[config.mk]
export PLATFORM = sky130hd
export DESIGN_NAME = kocnt_front_flat
export DESIGN_NICKNAME = d
export VERILOG_FILES = /design/src/rtl/core/kocnt_pkg.sv /design/src/rtl/core/kocnt_if.sv /design/src/rtl/core/kocnt_front.sv /design/src/flat_wrapper.sv
export SDC_FILE = /design/constraint.sdc
export NUM_CORES = 1
export LEC_CHECK = 0
export BUFFER_PORTS_ARGS = -buffer_cell sky130_fd_sc_hd__buf_4
export CAP_MARGIN = 20
export CORE_MARGIN = 1.5
export CORE_UTILIZATION = 44
export CTS_CLUSTER_DIAMETER = 100
export CTS_CLUSTER_SIZE = 20
export DETAILED_ROUTE_END_ITERATION = 10
export PLACE_DENSITY = 0.69
export SLEW_MARGIN = 10
export SYNTH_ARGS = -nofsm -noshare
export SYNTH_HDL_FRONTEND = slang
export SYNTH_SLANG_ARGS = --single-unit
[constraint.sdc]
create_clock -name i_clk -period 18.6 [get_ports i_clk]
set_input_delay 3.72 -clock i_clk [delete_from_list [all_inputs] [get_ports i_clk]]
set_output_delay 3.72 -clock i_clk [all_outputs]
set_load 0.02 [all_outputs]
[src/rtl/core/kocnt_pkg.sv]
`default_nettype none
// ---------------------------------------------------------------------------
// kocnt_pkg
// Shared types and constants for the keyed occurrence counter.
// ---------------------------------------------------------------------------
package kocnt_pkg;
    localparam int KeyW   = 80;
    localparam int CountW = 32;
    localparam int TopW   = 4;

    localparam logic [CountW-1:0] CountMax = {CountW{1'b1}};
    localparam logic [TopW-1:0]   TopReset = 4'd10;

    typedef enum logic {
        MODE_COUNT  = 1'b0,
        MODE_REPORT = 1'b1
    } t_mode;

    // One classified beat handed from the front to the back.
    typedef struct packed {
        logic              is_report;
        logic [KeyW-1:0]   key;
        logic [TopW-1:0]   limit;
    } t_cmd;
endpackage
`default_nettype wire

[src/rtl/core/kocnt_if.sv]
`default_nettype none
// ---------------------------------------------------------------------------
// kocnt_in_if / kocnt_out_if / kocnt_cfg_if
// Valid-ready channels of the keyed occurrence counter.
// ---------------------------------------------------------------------------
interface kocnt_in_if;
    logic        valid;
    logic        ready;
    logic        mode;
    logic [63:0] key_low;
    logic [15:0] key_high;
    modport source (output valid, mode, key_low, key_high, input ready);
    modport sink   (input valid, mode, key_low, key_high, output ready);
endinterface


interface kocnt_cfg_if;
    logic       valid;
    logic       ready;
    logic [3:0] data;
    modport source (output valid, data, input ready);
    modport sink   (input valid, data, output ready);
endinterface
`default_nettype wire

[src/rtl/core/kocnt_front.sv]
`default_nettype none
// ---------------------------------------------------------------------------
// kocnt_front
// Accepts input beats, classifies them and holds a two-entry command queue.
// ---------------------------------------------------------------------------
module kocnt_front #(
    parameter int TOP_MAX = 10
) (
    input  wire logic            i_clk,
    input  wire logic            i_rst_n,
    kocnt_in_if.sink             in_ch,
    kocnt_cfg_if.sink            cfg_ch,
    output kocnt_pkg::t_cmd      o_cmd,
    output logic                 o_cmd_valid,
    input  wire logic            i_cmd_take
);
    import kocnt_pkg::*;

    logic [TopW-1:0] r_top;
    t_cmd            r_q [2];
    logic [1:0]      r_cnt;
    logic            r_rd;
    logic            push;
    logic            pop;
    t_cmd            cmd_in;
    logic [TopW-1:0] limit;

    assign cfg_ch.ready = 1'b1;
    assign in_ch.ready  = (r_cnt != 2'd2);
    assign push = in_ch.valid && in_ch.ready;
    assign pop  = i_cmd_take && (r_cnt != 2'd0);

    // Clamp the report length to one through TOP_MAX.
    always_comb begin
        limit = r_top;
        if (limit == '0) begin
            limit = TopW'(1);
        end
        if (32'(limit) > TOP_MAX) begin
            limit = TopW'(TOP_MAX);
        end
        cmd_in.is_report = (t_mode'(in_ch.mode) == MODE_REPORT);
        cmd_in.key       = {in_ch.key_low, in_ch.key_high};
        cmd_in.limit     = limit;
    end

    // Configuration register.
    always_ff @(posedge i_clk) begin
        if (!i_rst_n) begin
            r_top <= TopReset;
        end else if (cfg_ch.valid) begin
            r_top <= cfg_ch.data;
        end
    end

    // Two-entry circular queue.
    always_ff @(posedge i_clk) begin
        if (!i_rst_n) begin
            r_cnt <= '0;
            r_rd  <= 1'b0;
        end else begin
            r_cnt <= r_cnt + {1'b0, push} - {1'b0, pop};
            if (pop) begin
                r_rd <= ~r_rd;
            end
        end
    end

    always_ff @(posedge i_clk) begin
        if (push) begin
            r_q[r_rd ^ (r_cnt[0] & ~r_cnt[1])] <= cmd_in;
        end
    end

    assign o_cmd       = r_q[r_rd];
    assign o_cmd_valid = (r_cnt != 2'd0);
endmodule
`default_nettype wire

[src/flat_wrapper.sv]
// flat-port wrapper written by rule: the top's interface ports become plain ports
module kocnt_front_flat import kocnt_pkg::*;
#(
    parameter int TOP_MAX = 10
)
  (i_clk, i_rst_n, o_cmd, o_cmd_valid, i_cmd_take, in_ch_valid, in_ch_mode, in_ch_key_low, in_ch_key_high, in_ch_ready, cfg_ch_valid, cfg_ch_data, cfg_ch_ready);
  kocnt_in_if in_ch_i ();
  kocnt_cfg_if cfg_ch_i ();
  input  wire logic i_clk;
  input  wire logic i_rst_n;
  output kocnt_pkg::t_cmd o_cmd;
  output logic o_cmd_valid;
  input  wire logic i_cmd_take;
  input wire logic [$bits(in_ch_i.valid)-1:0] in_ch_valid;
  input wire logic [$bits(in_ch_i.mode)-1:0] in_ch_mode;
  input wire logic [$bits(in_ch_i.key_low)-1:0] in_ch_key_low;
  input wire logic [$bits(in_ch_i.key_high)-1:0] in_ch_key_high;
  output wire logic [$bits(in_ch_i.ready)-1:0] in_ch_ready;
  input wire logic [$bits(cfg_ch_i.valid)-1:0] cfg_ch_valid;
  input wire logic [$bits(cfg_ch_i.data)-1:0] cfg_ch_data;
  output wire logic [$bits(cfg_ch_i.ready)-1:0] cfg_ch_ready;
  assign in_ch_i.valid = in_ch_valid;
  assign in_ch_i.mode = in_ch_mode;
  assign in_ch_i.key_low = in_ch_key_low;
  assign in_ch_i.key_high = in_ch_key_high;
  assign in_ch_ready = in_ch_i.ready;
  assign cfg_ch_i.valid = cfg_ch_valid;
  assign cfg_ch_i.data = cfg_ch_data;
  assign cfg_ch_ready = cfg_ch_i.ready;
  kocnt_front #(.TOP_MAX(TOP_MAX)) u_core (.i_clk(i_clk), .i_rst_n(i_rst_n), .in_ch(in_ch_i), .cfg_ch(cfg_ch_i), .o_cmd(o_cmd), .o_cmd_valid(o_cmd_valid), .i_cmd_take(i_cmd_take));
endmodule
; ---- After elaboration in Yosys (flattened, before gate mapping)
; Memories as Yosys holds them, arrays and structs flattened. A register that Yosys moved wholly into a read port is not among the register bits.
; Cells that the tools add are included.
[totals]
reg_bits = 7
ramBits = 170
in_bits = 90
output_inout_bits = 88
word_cells = 22
mem_count = 1
[mem_list]
columns = memory, words, width, rd, rd_ports_with_merged_regs, write_ports, line_no
row1 = u_core.r_q, 2, 85, 1, 1, 1, kocnt_front.sv:20  ; t_cmd r_q [2];
[op_classes]
addsub = 2
magnitude_cmp = 1
eq_ne = 1
muxes = 6
n_bitwise = 4
n_reduce_logical = 4
[op_table]
columns = operator, n
row1 = 4-bit 2-to-1 mux, 2
row2 = "4-bit > comparator, second input constant", 1
row3 = 4-bit zero test, 1
row4 = 1-bit 2-to-1 mux, 4
row5 = 2-bit by 1-bit adder with 2-bit output, 1
row6 = 1-bit logical AND, 2
row7 = "2-bit != test, second input constant", 1
row8 = 1-bit NOT, 2
row9 = 2-bit nonzero test, 1
row10 = 2-bit by 1-bit subtractor with 2-bit output, 1
row11 = 1-bit bitwise AND, 1
row12 = 1-bit XOR, 1

; ---- Logic depth before layout (Yosys ltp)
[depth]
ltp_word = 4
depth_mapped = 6
mapped_depth_nobuf = 6

; ---- Least setup slack after synthesis
; No wires, ideal clock.
[synth_timing]
path_type = input-to-reg
from = in in_ch_valid
to = mem u_core.r_q[0][0] (netlist name) (enable)
setup_ps = 558
arrival_ps = 7954
required_ps = 18042
setup_slack_ps = 10088
path_stages = 2
n_path_buf = 0
path_cell_list = nand2_1 o22ai_1
[synth_via]
elab_chain_len = 3
[synth_lines]
columns = element, line_no
row1 = start: declaration, flat_wrapper.sv:14  ; input wire logic [$bits(in_ch_i.valid)-1:0] in_ch_valid;
row2 = 1-bit logical AND, kocnt_front.sv:30  ; assign push = in_ch.valid && in_ch.ready;
row3 = 1-bit 2-to-1 mux, kocnt_front.sv:70  ; if (push) begin
row4 = 1-bit 2-to-1 mux (not written as such), kocnt_front.sv:71  ; r_q[r_rd ^ (r_cnt[0] & ~r_cnt[1])] <= cmd_in;
row5 = end: declaration, kocnt_front.sv:20
; No other way between the ends.

==> out/results.ini <==
[global_routing]
top_usage_layer=met2
gr-usage-all-layers=0.159
grt_pass1_vias=3735
grt_first_pass_wirelength_um=18800
grt_use_met2=0.255
grt_overflow_total=0
antenna_found_initial=0
met3_usage=0.0787
grt.met1_usage=0.188
grt_start_max_net_pins=49

[drt]
drt_iter0_drc=197
wirelength_um=11900
vias_per_cell=4.90
dr.pass1.iters=4
routedWlPerCell_um=17.2
remaining_drc_errors=0
vias=3404
ant_nets=0

[cells_and_area]
fill_cells=1112
syn_to_final_growth_pct=31.9
final_common_cell=buf_4
nNetsFinal=590
diodes=0
layout-drive-gt1-share=0.487
fin_util=0.596
layout_common_cells=buf_4 (181), edfxtp_1 (170), mux2_1 (50), mux2_2 (35), clkbuf_16 (17)

[synthesis]
synth_area_mm2=0.00657
synth_edf_count=170
muxShareOfSynthArea=0.153
synth_top_family_by_area=multiplexers
synthSimpleGateAreaFrac=0.0133
syn-num-nets=402
synthArstFlopShare=0
synthAdderAreaFrac=0.00533
syn_inst=310
synthXorXnorAreaFrac=0.00476
synth_cell_type_count=25
synth_warnings=0
syn_avg_cell_area_um2=21.2
synthFlopType=edfxtp_1
synth-seq-area-share=0.801
synth_compound_area_frac=0.00533
synth_seq_cells=178

[clock_network]
post_cts_buffers=0
cts_tree=yes
htreeDepth=4
cts_hold_buf=0
cts_buffers=17
ctsLongestPathBuffers=2
cts_resized=0
clk_latency_ns=0.42
clk_pin_slew_ns=0.06
cts-root-buf=clkbuf_16
clock_sinks=178

[critical_path]
end_kind=primary output
r2r-start=u_core.r_cnt[0]$_SDFF_PN0_
path_max_fanout=48
r2r_slack_ns=16.85
r2r-end=u_core.r_q[0][81]$_DFFE_PP_
arrival_ns=2.35
r2r_cells=3
setup.worst_path.start_class=flip-flop
worstSetupPathType=flip-flop to primary output
cp.required_ns=14.88

[power_and_ir_drop]
ir_drop_uv=82.3
leakagePower_nw=3.25
p_per_area_mw_per_mm2=164

[sta]
slew_violations=0
max-slew-margin-rel=0.547
report.final.hold_viol_count=0
fin_ws_ns=12.53
max_clock_freq_mhz=165
rsz0062_at_grt=no
fin_crit_ns=6.07
worst_slew_pin_slew_ns=0.680
setup_tns_ns=0
finalCritPeriodShare=0.326
skew_ns=0.00624
setup_viol=0

[floorplanning]
start_util=0.452
fp.dieH_um=125
rows=44
die_area_mm2=0.0157
die_w_um=125
pin_count=178
core_mm2=0.0145

[worst_hold_path]
min_path_cells=2
hp-start=u_core.r_rd$_SDFFE_PN0P_
hold_class=flip-flop to flip-flop

[placed_design]
io_buffers=176
place_congestion=0.699
pre_cts_slack_ns=12.91
place_hpwl_um=7860

[run_status]
outcome=finished clean

[run]
maxCapViolCount=0

[kinds of logic after synthesis]
kind of cell             after synthesis
other                                  1
buffers and inverters                 15
AO/OA/AOI/OAI                          5
XOR/XNOR                               2
multiplexers                          90
AND/OR/NAND/NOR                       16
adder cells (fa/ha/maj)                3
flip-flops                           178
[critical path: stages, from the launching register on]
cell and delay [ns]:
dfxtp_4 0.67, buf_4 0.63, mux2_1 0.40, buf_4 0.16
[per-stage QoR]
stage               area, µm²  power, mW  hold WS [ns]  cells
CTS                      8670       1.44         0.511    695
detailed placement       8100       1.09         0.498    663
global route             8670       1.49         0.543    695
floorplan                6570      0.908         0.466    310
global placement         8100       1.09         0.488    663
finish                   8670       1.42         0.507    695
[how the worst max path moves through the flow]
| stage | endpoint | startpoint | slack, ns |
|---|---|---|---|
| after CTS | o_cmd[27] | flip-flop | 12.44 |
| after floorplan | u_core.r_q[0][0]$_DFFE_PP_ | in_ch_valid | 10.09 |
| after detailed placement | o_cmd[27] | flip-flop | 12.91 |
| final | o_cmd[66] | flip-flop | 12.53 |
| after global routing | o_cmd[8] | flip-flop | 12.31 |
| after global placement | o_cmd[72] | flip-flop | 12.96 |
[layer usage]
metal | up-vias | share of wire
met2 | 139 | 0.49
met5 | - | 0
met3 | 13 | 0.093
li1 | 1586 | -
met1 | 1666 | 0.41
met4 | 0 | 0.011
[power breakdown]
| part | internal (mW) | switching (mW) | leakage, nW |
|---|---|---|---|
| clock network | 0.197 | 0.144 | 0.275 |
| logic | 0.201 | 0.263 | 1.33 |
| registers | 0.577 | 0.0371 | 1.65 |
| total | 0.975 | 0.443 | 3.25 |
[area by class of cell]
type	instances	area [µm²]	share of cell area
multi-input cells	117	1230	0.142
clock inverters	14	141	0.0163
clock buffers	18	429	0.0495
repair buffers	181	1360	0.157
well taps	184	230	0.0266
flip-flops and latches	178	5270	0.608
inverters	3	11.3	0.00130
[flip-flops by register name, summed over array words and instances (netlist names), named ones only]
| name | flops |
|---|---|
| u_core.r_q | 170 |
| u_core.r_cnt | 2 |
| u_core.r_rd | 1 |
| u_core.r_top | 4 |
[synth_stat cells (2+ instances only)]
| master | n | area [µm²] |
|---|---|---|
| mux2i_1 | 5 | 50.1 |
| edfxtp_1 | 170 | 5100 |
| dfxtp_1 | 8 | 160 |
| nand2_1 | 4 | 15.0 |
| ha_1 | 2 | 25.0 |
| buf_4 | 2 | 15.0 |
| nor2b_1 | 4 | 25.0 |
| buf_2 | 3 | 15.0 |
| o22ai_1 | 2 | 12.5 |
| clkbuf_1 | 2 | 7.51 |
| and2_1 | 2 | 12.5 |
| buf_6 | 5 | 56.3 |
| mux2_2 | 35 | 394 |
| inv_1 | 3 | 11.3 |
| nand2b_1 | 4 | 25.0 |
| mux2_1 | 50 | 563 |
(Power assumes the default switching activity.)
